$ cat src/sv/ate_pkg.sv
`timescale 1ns / 1ps
// shared types and constants for the alarm table engine
// command codes and the controller to datapath command and status structs
// no dependencies
package ate_pkg;

  localparam logic [2:0] CMD_RAISE   = 3'd0;
  localparam logic [2:0] CMD_CLEAR   = 3'd1;
  localparam logic [2:0] CMD_ACK     = 3'd2;
  localparam logic [2:0] CMD_ACK_ALL = 3'd3;
  localparam logic [2:0] CMD_LOOKUP  = 3'd4;

  // controller to datapath
  typedef struct packed {
    logic load;          // latch the item, start the first pass
    logic search;        // read-only pass over the table
    logic rewrite_init;  // reset pointers for the rewrite pass
    logic rewrite;       // read, modify and compact pass
    logic append;        // write a new entry at the tail
  } dp_cmd_t;

  // datapath to controller
  typedef struct packed {
    logic scan_done;     // every entry below the count has been handled
    logic need_search;
    logic need_rewrite;
    logic need_append;
  } dp_status_t;

endpackage

$ cat src/sv/ate_ram.sv
`timescale 1ns / 1ps
// generic simple dual port ram, one write port and one registered read port
// no dependencies
module ate_ram #(
  parameter int WIDTH = 8,
  parameter int DEPTH = 16,
  localparam int AW = (DEPTH > 1) ? $clog2(DEPTH) : 1
) (
  input  logic             clk,
  input  logic             we,
  input  logic [AW-1:0]    waddr,
  input  logic [WIDTH-1:0] wdata,
  input  logic [AW-1:0]    raddr,
  output logic [WIDTH-1:0] rdata
);

  logic [WIDTH-1:0] mem [DEPTH];

  always_ff @(posedge clk) begin
    if (we) begin
      mem[waddr] <= wdata;
    end
    rdata <= mem[raddr];
  end

endmodule

$ cat src/sv/ate_ctrl.sv
`timescale 1ns / 1ps
// controller state machine for the alarm table engine
// sequences search, rewrite and append passes; uses ate_pkg
module ate_ctrl (
  input  logic                clk,
  input  logic                rst,
  input  logic                start,
  input  ate_pkg::dp_status_t sts,
  output ate_pkg::dp_cmd_t    ctl,
  output logic                busy,
  output logic                done
);

  import ate_pkg::*;

  typedef enum logic [4:0] {
    S_IDLE    = 5'b00001,
    S_SEARCH  = 5'b00010,
    S_REWRITE = 5'b00100,
    S_APPEND  = 5'b01000,
    S_DONE    = 5'b10000
  } state_t;

  state_t state, state_next;

  always_comb begin
    state_next = state;
    ctl        = '0;
    case (state)
      S_IDLE: begin
        if (start) begin
          ctl.load   = 1'b1;
          state_next = S_SEARCH;
        end
      end
      S_SEARCH: begin
        ctl.search = sts.need_search;
        if (!sts.need_search || sts.scan_done) begin
          if (sts.need_rewrite) begin
            ctl.rewrite_init = 1'b1;
            state_next       = S_REWRITE;
          end else begin
            state_next = S_DONE;
          end
        end
      end
      S_REWRITE: begin
        ctl.rewrite = 1'b1;
        if (sts.scan_done) begin
          state_next = sts.need_append ? S_APPEND : S_DONE;
        end
      end
      S_APPEND: begin
        ctl.append = 1'b1;
        state_next = S_DONE;
      end
      S_DONE: begin
        state_next = S_IDLE;
      end
      default: begin
        state_next = S_IDLE;
      end
    endcase
  end

  always_ff @(posedge clk) begin
    if (rst) begin
      state <= S_IDLE;
    end else begin
      state <= state_next;
    end
  end

  assign busy = (state != S_IDLE);
  assign done = (state == S_DONE);

endmodule

$ cat src/sv/ate_datapath.sv
`timescale 1ns / 1ps
// datapath for the alarm table engine: entry ram, scan pointers, match and
// summary registers; uses ate_pkg and ate_ram
module ate_datapath #(
  parameter int MAX_ENTRIES = 16
) (
  input  logic                clk,
  input  logic                rst,
  input  ate_pkg::dp_cmd_t    ctl,
  output ate_pkg::dp_status_t sts,
  input  logic [2:0]          command,
  input  logic [15:0]         alarm_code,
  input  logic                severity,
  input  logic [31:0]         now_seconds,
  input  logic                auto_clear,
  output logic                code_found,
  output logic                match_severity,
  output logic                match_active,
  output logic                match_acked,
  output logic [31:0]         match_raised_at,
  output logic                any_active,
  output logic                any_active_critical,
  output logic                any_unacked,
  output logic                overflow_seen,
  output logic [4:0]          entry_count
);

  import ate_pkg::*;

  localparam int CNT_W  = $clog2(MAX_ENTRIES + 1);
  localparam int ADDR_W = (MAX_ENTRIES > 1) ? $clog2(MAX_ENTRIES) : 1;
  localparam logic [CNT_W-1:0] FULL = CNT_W'(MAX_ENTRIES);

  typedef struct packed {
    logic [15:0] code;
    logic        sev;
    logic [31:0] raised;
    logic        active;
    logic        acked;
    logic        self_clr;
  } entry_t;

  // latched item
  logic [2:0]  cmd_q;
  logic [15:0] code_q;
  logic        sev_q;
  logic [31:0] now_q;
  logic        selfclr_q;

  logic [CNT_W-1:0] count;
  logic             overflow;
  logic             drop_oldest;
  logic [CNT_W-1:0] rd_ptr;
  logic [CNT_W-1:0] rd_idx;
  logic             rd_pend;
  logic [CNT_W-1:0] wr_ptr;

  logic             found;
  logic [CNT_W-1:0] match_idx;
  logic             m_sev, m_act, m_ack;
  logic [31:0]      m_time;
  logic             act, crit, unack;

  logic   ram_we;
  entry_t ram_wdata, ram_rdata, upd, new_entry;

  logic rd_issue, is_raise, code_hit, hit, keep, rw_write, drop_next, match_ok;

  assign rd_issue  = (ctl.search || ctl.rewrite) && (rd_ptr < count);
  assign is_raise  = (cmd_q == CMD_RAISE);
  assign code_hit  = (ram_rdata.code == code_q);
  // raise knows its index from the search; the others take the first match
  assign hit       = is_raise ? (found && (rd_idx == match_idx)) : (!found && code_hit);
  assign drop_next = is_raise && !found && (count == FULL);

  always_comb begin
    upd  = ram_rdata;
    keep = 1'b1;
    case (cmd_q)
      CMD_RAISE: begin
        if (hit) begin
          if (!ram_rdata.active) begin
            upd.active = 1'b1;
            upd.acked  = 1'b0;
            upd.raised = now_q;
          end
          upd.sev      = sev_q;
          upd.self_clr = selfclr_q;
        end
        if (drop_oldest && (rd_idx == '0)) begin
          keep = 1'b0;
        end
      end
      CMD_CLEAR: begin
        if (hit) begin
          if (ram_rdata.acked || ram_rdata.self_clr) begin
            keep = 1'b0;
          end else begin
            upd.active = 1'b0;
          end
        end
      end
      CMD_ACK: begin
        if (hit) begin
          if (ram_rdata.active) begin
            upd.acked = 1'b1;
          end else begin
            keep = 1'b0;
          end
        end
      end
      CMD_ACK_ALL: begin
        if (ram_rdata.active) begin
          upd.acked = 1'b1;
        end else begin
          keep = 1'b0;
        end
      end
      default: begin
      end
    endcase
  end

  assign new_entry = '{code: code_q, sev: sev_q, raised: now_q, active: 1'b1,
                       acked: 1'b0, self_clr: selfclr_q};
  assign rw_write  = ctl.rewrite && rd_pend && keep;
  assign ram_we    = rw_write || ctl.append;
  assign ram_wdata = ctl.append ? new_entry : upd;

  ate_ram #(
    .WIDTH($bits(entry_t)),
    .DEPTH(MAX_ENTRIES)
  ) u_ram (
    .clk   (clk),
    .we    (ram_we),
    .waddr (wr_ptr[ADDR_W-1:0]),
    .wdata (ram_wdata),
    .raddr (rd_ptr[ADDR_W-1:0]),
    .rdata (ram_rdata)
  );

  // control state
  always_ff @(posedge clk) begin
    if (rst) begin
      count    <= '0;
      overflow <= 1'b0;
      rd_pend  <= 1'b0;
    end else begin
      rd_pend <= rd_issue;
      if (ctl.rewrite_init && drop_next) begin
        overflow <= 1'b1;
      end
      if (ctl.rewrite && sts.scan_done) begin
        count <= wr_ptr;
      end
      if (ctl.append) begin
        count <= wr_ptr + 1'b1;
      end
    end
  end

  // pointers, match and summary
  always_ff @(posedge clk) begin
    rd_idx <= rd_ptr;
    if (rd_issue) begin
      rd_ptr <= rd_ptr + 1'b1;
    end
    if (ctl.search && rd_pend) begin
      if (ram_rdata.active) begin
        act <= 1'b1;
        if (ram_rdata.sev) begin
          crit <= 1'b1;
        end
      end
      if (!ram_rdata.acked) begin
        unack <= 1'b1;
      end
      if (!found && code_hit) begin
        found     <= 1'b1;
        match_idx <= rd_idx;
        m_sev     <= ram_rdata.sev;
        m_act     <= ram_rdata.active;
        m_ack     <= ram_rdata.acked;
        m_time    <= ram_rdata.raised;
      end
    end
    if (ctl.rewrite && rd_pend) begin
      if (keep) begin
        wr_ptr <= wr_ptr + 1'b1;
        if (upd.active) begin
          act <= 1'b1;
          if (upd.sev) begin
            crit <= 1'b1;
          end
        end
        if (!upd.acked) begin
          unack <= 1'b1;
        end
      end
      // ack reports the entry as it stands after the ack
      if (hit && !is_raise) begin
        found  <= 1'b1;
        m_sev  <= upd.sev;
        m_act  <= upd.active;
        m_ack  <= upd.acked;
        m_time <= upd.raised;
      end
    end
    if (ctl.append) begin
      wr_ptr <= wr_ptr + 1'b1;
      act    <= 1'b1;
      crit   <= crit | sev_q;
      unack  <= 1'b1;
    end
    if (ctl.rewrite_init) begin
      rd_ptr      <= '0;
      wr_ptr      <= '0;
      act         <= 1'b0;
      crit        <= 1'b0;
      unack       <= 1'b0;
      drop_oldest <= drop_next;
    end
    if (ctl.load) begin
      cmd_q     <= command;
      code_q    <= alarm_code;
      sev_q     <= severity;
      now_q     <= now_seconds;
      selfclr_q <= auto_clear;
      rd_ptr    <= '0;
      found     <= 1'b0;
      act       <= 1'b0;
      crit      <= 1'b0;
      unack     <= 1'b0;
    end
  end

  assign sts.scan_done    = !(rd_ptr < count) && !rd_pend;
  assign sts.need_rewrite = (cmd_q == CMD_RAISE) || (cmd_q == CMD_CLEAR) ||
                            (cmd_q == CMD_ACK) || (cmd_q == CMD_ACK_ALL);
  assign sts.need_search  = is_raise || !sts.need_rewrite;
  assign sts.need_append  = is_raise && !found;

  assign match_ok            = found && ((cmd_q == CMD_ACK) || (cmd_q == CMD_LOOKUP));
  assign code_found          = match_ok;
  assign match_severity      = match_ok & m_sev;
  assign match_active        = match_ok & m_act;
  assign match_acked         = match_ok & m_ack;
  assign match_raised_at     = match_ok ? m_time : 32'd0;
  assign any_active          = act;
  assign any_active_critical = crit;
  assign any_unacked         = unack;
  assign overflow_seen       = overflow;
  assign entry_count         = 5'(count);

`ifndef SYNTH
  a_count_bound: assert property (@(posedge clk) disable iff (rst)
    count <= FULL)
    else $error("entry count above table size");

  a_compact_order: assert property (@(posedge clk) disable iff (rst)
    rw_write |-> (wr_ptr <= rd_idx))
    else $error("compaction write overtook the read side");

  a_overflow_sticky: assert property (@(posedge clk) disable iff (rst)
    overflow |=> overflow)
    else $error("overflow flag cleared without reset");

  a_append_room: assert property (@(posedge clk) disable iff (rst)
    ctl.append |-> (wr_ptr < FULL))
    else $error("append with no free entry");
`endif

endmodule

$ cat src/sv/alarm_table_engine.sv
`timescale 1ns / 1ps
// top level of the alarm table engine
// joins ate_ctrl and ate_datapath; uses ate_pkg
//
//  channel  | handshake               | payload
//  ---------+-------------------------+---------------------------------------
//  item in  | start && !busy          | command alarm_code severity
//           |                         | now_seconds auto_clear
//  result   | done, one cycle         | code_found match_* any_* overflow_seen
//           |                         | entry_count
//
// from the accepting edge to the done edge a raise runs a search pass, a
// rewrite pass and, when the code is absent, an append; clear, ack and
// ack-all run only the rewrite pass and lookup only the search pass; their
// length is set by the entry ram, read one entry per cycle in a search pass
// and again in a rewrite pass that compacts entries in place through its
// write port. busy stays high from the accepting edge to the done cycle; the
// next item can be taken in the cycle after done; done lasts one cycle and the
// receiver cannot stall it.
// reset is synchronous and empties the table; entry contents need no clear.
module alarm_table_engine #(
  parameter int MAX_ENTRIES = 16
) (
  input  logic        clk,
  input  logic        rst,
  input  logic        start,
  output logic        busy,
  input  logic [2:0]  command,
  input  logic [15:0] alarm_code,
  input  logic        severity,
  input  logic [31:0] now_seconds,
  input  logic        auto_clear,
  output logic        done,
  output logic        code_found,
  output logic        match_severity,
  output logic        match_active,
  output logic        match_acked,
  output logic [31:0] match_raised_at,
  output logic        any_active,
  output logic        any_active_critical,
  output logic        any_unacked,
  output logic        overflow_seen,
  output logic [4:0]  entry_count
);

  import ate_pkg::*;

  // command and status between controller and datapath
  dp_cmd_t    ctl;
  dp_status_t sts;

  // controller: idle, search, rewrite, append, done
  ate_ctrl u_ctrl (
    .clk   (clk),
    .rst   (rst),
    .start (start),
    .sts   (sts),
    .ctl   (ctl),
    .busy  (busy),
    .done  (done)
  );

  // datapath: entry ram, scan pointers, match and summary registers
  ate_datapath #(
    .MAX_ENTRIES(MAX_ENTRIES)
  ) u_dp (
    .clk                 (clk),
    .rst                 (rst),
    .ctl                 (ctl),
    .sts                 (sts),
    .command             (command),
    .alarm_code          (alarm_code),
    .severity            (severity),
    .now_seconds         (now_seconds),
    .auto_clear          (auto_clear),
    .code_found          (code_found),
    .match_severity      (match_severity),
    .match_active        (match_active),
    .match_acked         (match_acked),
    .match_raised_at     (match_raised_at),
    .any_active          (any_active),
    .any_active_critical (any_active_critical),
    .any_unacked         (any_unacked),
    .overflow_seen       (overflow_seen),
    .entry_count         (entry_count)
  );

endmodule
$ cat config.mk
export PLATFORM = sky130hd
export DESIGN_NAME = alarm_table_engine
export DESIGN_NICKNAME = d
export VERILOG_FILES = /design/src/sv/ate_pkg.sv /design/src/sv/ate_ram.sv /design/src/sv/ate_ctrl.sv /design/src/sv/ate_datapath.sv /design/src/sv/alarm_table_engine.sv
export SDC_FILE = /design/constraint.sdc
export NUM_CORES = 1
export LEC_CHECK = 0
export BUFFER_PORTS_ARGS = -buffer_cell sky130_fd_sc_hd__buf_2
export CAP_MARGIN = 25
export CORE_UTILIZATION = 62
export CTS_BUF_LIST = sky130_fd_sc_hd__clkbuf_16
export DETAILED_ROUTE_END_ITERATION = 8
export GPL_TIMING_DRIVEN = 0
export PLACE_DENSITY = 0.79
export SLEW_MARGIN = 20
export SYNTH_ARGS = -nofsm -noshare
export SYNTH_HDL_FRONTEND = slang
export SYNTH_SLANG_ARGS = --single-unit
$ cat constraint.sdc
create_clock -name clk -period 6.4 [get_ports clk]
set_input_delay 0.96 -clock clk [delete_from_list [all_inputs] [get_ports clk]]
set_output_delay 0.96 -clock clk [all_outputs]
set_load 0.1 [all_outputs]
# Word level (Yosys, flattened, before mapping)
# Memories as Yosys holds them, arrays and structs flattened. A register that Yosys moved wholly into a read port is not among the register bits.
# Index checks and enable logic that the tools add are counted.
# word_totals
regBits	125
elab_cells	163
memories	1
in_bits	56
ramBits	832
out_inout_bits	47
# op_classes
addsub	2
n_eq_ne	16
reduce_logical	38
n_bitwise	4
mux	79
magnitude_cmp	1
# memory_table
name	depth	word_bits	read_ports	rd_clocked_by_memory_dff	wr	line	rtl
u_dp.u_ram.mem	16	52	1	1	1	ate_ram.sv:17	logic [WIDTH-1:0] mem [DEPTH];
# op_table
op	n
2-to-1 mux 32 bit	5
2-to-1 mux 1 bit	55
2-to-1 mux 52 bit	1
2-to-1 mux 5 bit	10
2-to-1 mux 36 bit	1
2-to-1 mux 34 bit	1
2-to-1 mux 33 bit	1
case mux 5 bit (4 select lines)	1
== test 16 bit	1
logical AND 1 bit	14
adder 5 x 1 -> 5 bit, second input constant	2
== test 5 bit, second input constant	2
logical OR 1 bit	9
== test 3 x 2 -> 1 bit, second input constant	2
logical NOT 1 bit	6
nonzero test 2 bit	3
== test 5 x 1 -> 1 bit, second input constant	1
== test 5 x 2 -> 1 bit, second input constant	1
== test 5 x 3 -> 1 bit, second input constant	1
== test 5 x 4 -> 1 bit, second input constant	1
== test 5 bit	1
logical NOT 5 bit	1
less-than comparator 5 bit	1
!= test 5 x 1 -> 1 bit, second input constant	1
other kinds (14)	18

# Longest topological paths before layout
# logic_depth
depth_word	17
ltp_mapped	10
mapped_depth_nobuf	9

# Modules after synthesis
# From an unflattened synthesis, not the netlist that was laid out.
# hier_totals
cells_unflattened	1832
area_unflattened_um2	38005.2
# modules_own_cells
mod	area_per_inst_um2	n_inst	seq_area_each_um2	cells_per_inst
ate_ram	32217.1	1	26025.0	1344
ate_datapath	5421.4	1	2992.9	441
ate_ctrl	366.6	1	100.1	47

# Worst setup path before layout
# Ideal clock, no wire load.
# synth_path
path_type	register -> register
from	register u_ctrl.state[4]
to	memory u_dp.u_ram.mem[15][0] (netlist name) (enable)
setup_slack_ps	1563
path_buffers	1
period_less_slack_ps	4837
arrival_time_ps	4340
setup_ps	497
required_ps	5903
path_stages_with_launch	7
path_cell_list	dfxtp_1 nor2_1 and3_1 clkbuf_1 nand2_1 a311o_1 a31oi_1
# synth_via
elab_chain_len	7
elab_cells_between_ends	9
cone_classes	2 x eq/ne; 4 x mux; 3 x reduce/logical
# synth_lines
item	line	rtl
from (decl)	ate_ctrl.sv:24	state_t state, state_next;
from (signal assigned)	ate_ctrl.sv:70	state <= state_next;
== test 5 x 3 -> 1 bit	ate_ctrl.sv:29	case (state)
2-to-1 mux 1 bit	ate_ctrl.sv:29	
logical AND 1 bit (2 in series)	ate_datapath.sv:126	assign rw_write = ctl.rewrite && rd_pend && keep;
logical OR 1 bit *	ate_datapath.sv:127	assign ram_we = rw_write || ctl.append;
2-to-1 mux 1 bit *	ate_ram.sv:20	if (we) begin
2-to-1 mux 1 bit (implied by the code) *	ate_ram.sv:21	mem[waddr] <= wdata;
to (decl)	ate_ram.sv:17	
# Every way passes the cells marked *; elsewhere a longest branch is shown, timed or not.

# Worst setup path in the final report
# layout_path
from	register u_dp.found
to	output match_raised_at[15]
# layout_via
elab_chain_len	2
# layout_lines
item	line	rtl
from (decl)	ate_datapath.sv:58	logic found;
from (signal assigned)	ate_datapath.sv:179	found <= 1'b1;
from (signal assigned)	ate_datapath.sv:202	found <= 1'b1;
from (signal assigned)	ate_datapath.sv:230	found <= 1'b0;
logical AND 1 bit	ate_datapath.sv:243	assign match_ok = found && ((cmd_q == CMD_ACK) || (cmd_q == CMD_LOOKUP));
2-to-1 mux 32 bit	ate_datapath.sv:248	assign match_raised_at = match_ok ? m_time : 32'd0;
to (decl)	alarm_table_engine.sv:38	output logic [31:0] match_raised_at,
# Every way passes these cells.

==> impl_metrics.json <==
{
  "nFillCells": 3241,
  "area_growth_pct": 14.36,
  "hold_viol": 0,
  "dp_cells": 2645,
  "final_cells": 2837,
  "cts_buffer_depth": 3,
  "final_nets": 2038,
  "gp_congestion": 0.8460,
  "synth_top_cell_area_share": 0.7034,
  "synthesis.area_um2": 38040,
  "cts_setup_buffers": 0,
  "seqCellArea_um2": 29120,
  "multi_input_area_um2": 8578,
  "ys_seq_area_frac": 0.7655,
  "worst-setup-path-type": "flip-flop to output pin",
  "ant_nets": 0,
  "finalSetupViolCount": 0,
  "layout-drive-gt1-share": 0.3144,
  "fmax_ghz": 0.2277,
  "first_global_vias": 20099,
  "worstSkewPairLatency_ps": 660,
  "yosysMostFrequentCell": "edfxtp_1",
  "crit_fanout": 10,
  "die_y_um": 249.7,
  "worst_ep_required_time_ps": 5440,
  "r2r_slack_ps": 2180,
  "r2r-start": "u_dp.code_q[0]",
  "viasPerCell": 6.798,
  "synth_commonest_cells": "edfxtp_1 (891), mux4_2 (260), dfxtp_1 (118)",
  "drtIter0Drc": 2447,
  "wl_per_cell_um": 32.74,
  "first_pass_iters": 6,
  "cp_slowest_cell": "nor3_2",
  "crit_chain": "clkinv_1, nor3_2, buf_4, buf_6, clkbuf_1, and2_1, buf_2",
  "core_area_um2": 60470,
  "max_cap_viol_count": 0,
  "ctsHoldBuffers": 0,
  "min_path_type": "flip-flop to flip-flop",
  "critPathTopFamily": "buffers and inverters",
  "ys_ff_latch": 1009,
  "dr_total_vias": 19286,
  "status": "finished clean",
  "overflow": 0,
  "clk_pin_slew_worst_paths_ps": 60,
  "cts_tree": "built",
  "path_buf_inv": 5,
  "antenna_found_initial": 2,
  "die-area_um2": 62340,
  "synth_top_flop_cell": "edfxtp_1",
  "end_kind": "output pin",
  "port-buffer-count": 101,
  "yosys.area.top_type": "edfxtp_1",
  "drc": 0,
  "p_total_mw": 12.97,
  "syn-num-nets": 1796,
  "numCtsBuffers": 98,
  "rsz0062_at_grt": "false",
  "drv_slew": 0,
  "start_kind": "flip-flop",
  "initial_core_util": 0.6290,
  "worstSetupStartpoint": "u_dp.found",
  "relSlewSlack": 0.2516,
  "synth_area_per_cell_um2": 21.97,
  "grt_max_degree": 32,
  "hold_start": "u_dp.rd_ptr[3]",
  "r2r_end": "u_dp.u_ram.mem[7][19]",
  "yosysUniqueCellTypes": 60,
  "critPathMaxStageDelay_ps": 540,
  "synth-edff-count": 891,
  "hold_end": "u_dp.rd_idx[3]",
  "fp-row-count": 90,
  "synth_warnings": 0,
  "synth.top_cells.by_area": "edfxtp_1 (70%), mux4_2 (15%), dfxtp_1 (6.2%), mux2_2 (2.0%), and2_1 (0.63%)",
  "wl_um": 92870,
  "hold_path_depth": 0,
  "place_hpwl_um": 51540,
  "cp.arrival_ps": 3430,
  "async_flop_share": 0,
  "ios": 103,
  "n_antenna_cell": 0,
  "path_depth": 7,
  "htree_levels": 3,
  "worstRegToRegCells": 9,
  "power.leakage_nw": 12.88,
  "grt_pass1_wl_um": 133800,
  "cts_root_buffer": "clkbuf_16",
  "grtUsageTotal": 0.3034,
  "syn_inst": 1731,
  "clkSinkCount": 1009,
  "fin_crit_ps": 4391,
  "worst_slew_pin_slew_ps": 1123,
  "power.density_nw_per_um2": 298.1,
  "worst_clock_skew_ps": 31.62,
  "fin_crit_sh": 0.6861,
  "post_cts_resized": 0,
  "chipWidth_um": 249.7,
  "irDropWorstVdd_mv": 0.2314
}
==> cells in the final DEF (no fill, tap or decap), types with 7 or more instances in the layout <==
cell type / netlist / routed
buf_2: 4 / 108
and4b_4: 0 / 8
buf_12: 0 / 12
nor2_1: 23 / 23
inv_1: 14 / 29
buf_16: 0 / 8
a21oi_1: 12 / 12
buf_1: 28 / 23
clkbuf_1: 47 / 47
a31oi_1: 8 / 7
clkbuf_16: 0 / 101
dfxtp_1: 118 / 118
nor4_1: 7 / 7
mux4_2: 260 / 260
clkinv_1: 1 / 30
nand2_1: 61 / 61
and2_1: 38 / 38
nand3_1: 8 / 8
mux2_2: 67 / 67
bufinv_16: 0 / 11
edfxtp_1: 891 / 891
o21ai_0: 8 / 8
ha_1: 9 / 9
xor2_1: 22 / 22
clkinv_2: 0 / 15
a211oi_1: 8 / 8
buf_6: 3 / 17
mux2i_1: 7 / 7
==> final cells by class <==
type | instances | area share
buffer | 85 | 0.008370
clock buffer | 101 | 0.05810
clock inverter | 81 | 0.01507
inverter | 16 | 0.001438
multi-input combinational | 621 | 0.1972
sequential | 1009 | 0.6694
tap | 782 | 0.02249
timing repair buffer | 142 | 0.02790
==> power breakdown <==
group | internal, mW | switching (mW) | total (mW) | leakage [nW]
sequential | 7.10 | 0.0227 | 7.12 | 8.11
clock | 3.30 | 2.46 | 5.75 | 1.61
combinational | 0.0293 | 0.0615 | 0.0909 | 3.15
total | 10.4 | 2.54 | 13.0 | 12.9
==> worst reg2reg max path, stage by stage (launching register included) <==
cell and delay, ps:
edfxtp_1 460, xor2_1 180, nor4_1 820, and4_1 380, clkbuf_1 310, a311o_1 430
nand3_1 270, clkbuf_1 290, and4b_4 470, buf_16 310
==> through the flow <==
stage | hold slack (ps) | setup slack, ps | util | instance area (um^2) | setup TNS, ps
finish | 377.0 | 2009 | 0.7193 | 43500 | 0
CTS | 379.9 | 1956 | 0.7172 | 43370 | 0
detailed placement | 368.8 | 2459 | 0.6646 | 40190 | 0
global route | 390.8 | 1862 | 0.7193 | 43500 | 0
global placement | 364.0 | -2508 | 0.6535 | 39520 | -131510
floorplan | 353.0 | 1563 | - | 38040 | 0
==> metal layers <==
layer  wire length (um)  up-vias  track usage
li1                   -     7664            -
met1              32630     9992       0.3926
met2              47370     1415       0.5119
met3               9817      213      0.06081
met4               3042        2       0.1183
met5                 13        -            0
==> how the worst max path moves through the flow <==
stage                                        to  slack (ps)
after CTS                   match_raised_at[15]        1960
final                       match_raised_at[15]        2010
after global placement           u_dp.wr_ptr[4]       -2510
after floorplan           u_dp.u_ram.mem[15][0]        1560
after global routing        match_raised_at[15]        1860
after detailed placement  u_dp.u_ram.mem[6][19]        2460
==> kinds of logic (layout without fill, tap and decap cells) <==
family	after synthesis	after routing	synth area share
DFF	1009	1009	0.7655
muxes	334	334	0.1756
and+or+nand+nor	188	188	0.02674
buffers and inverters	101	425	0.01099
AOI/OAI and AO/OA	67	67	0.01286
xor gates and xnor gates	23	23	0.005296
adders and majority gates	9	9	0.002961
==> registers in the layout, indices dropped and copies added, names as in the netlist, 3 cells and up <==
register          count
u_dp.entry_count      5
u_dp.rd_ptr           5
u_dp.code_q          16
u_dp.rd_idx           5
u_ctrl.state          5
u_dp.m_time          32
u_dp.wr_ptr           5
u_dp.u_ram.mem      832
u_dp.cmd_q            3
u_dp.match_idx        5
u_dp.now_q           32
u_dp.u_ram.rdata     52
Power figures use the tool's default switching activity.
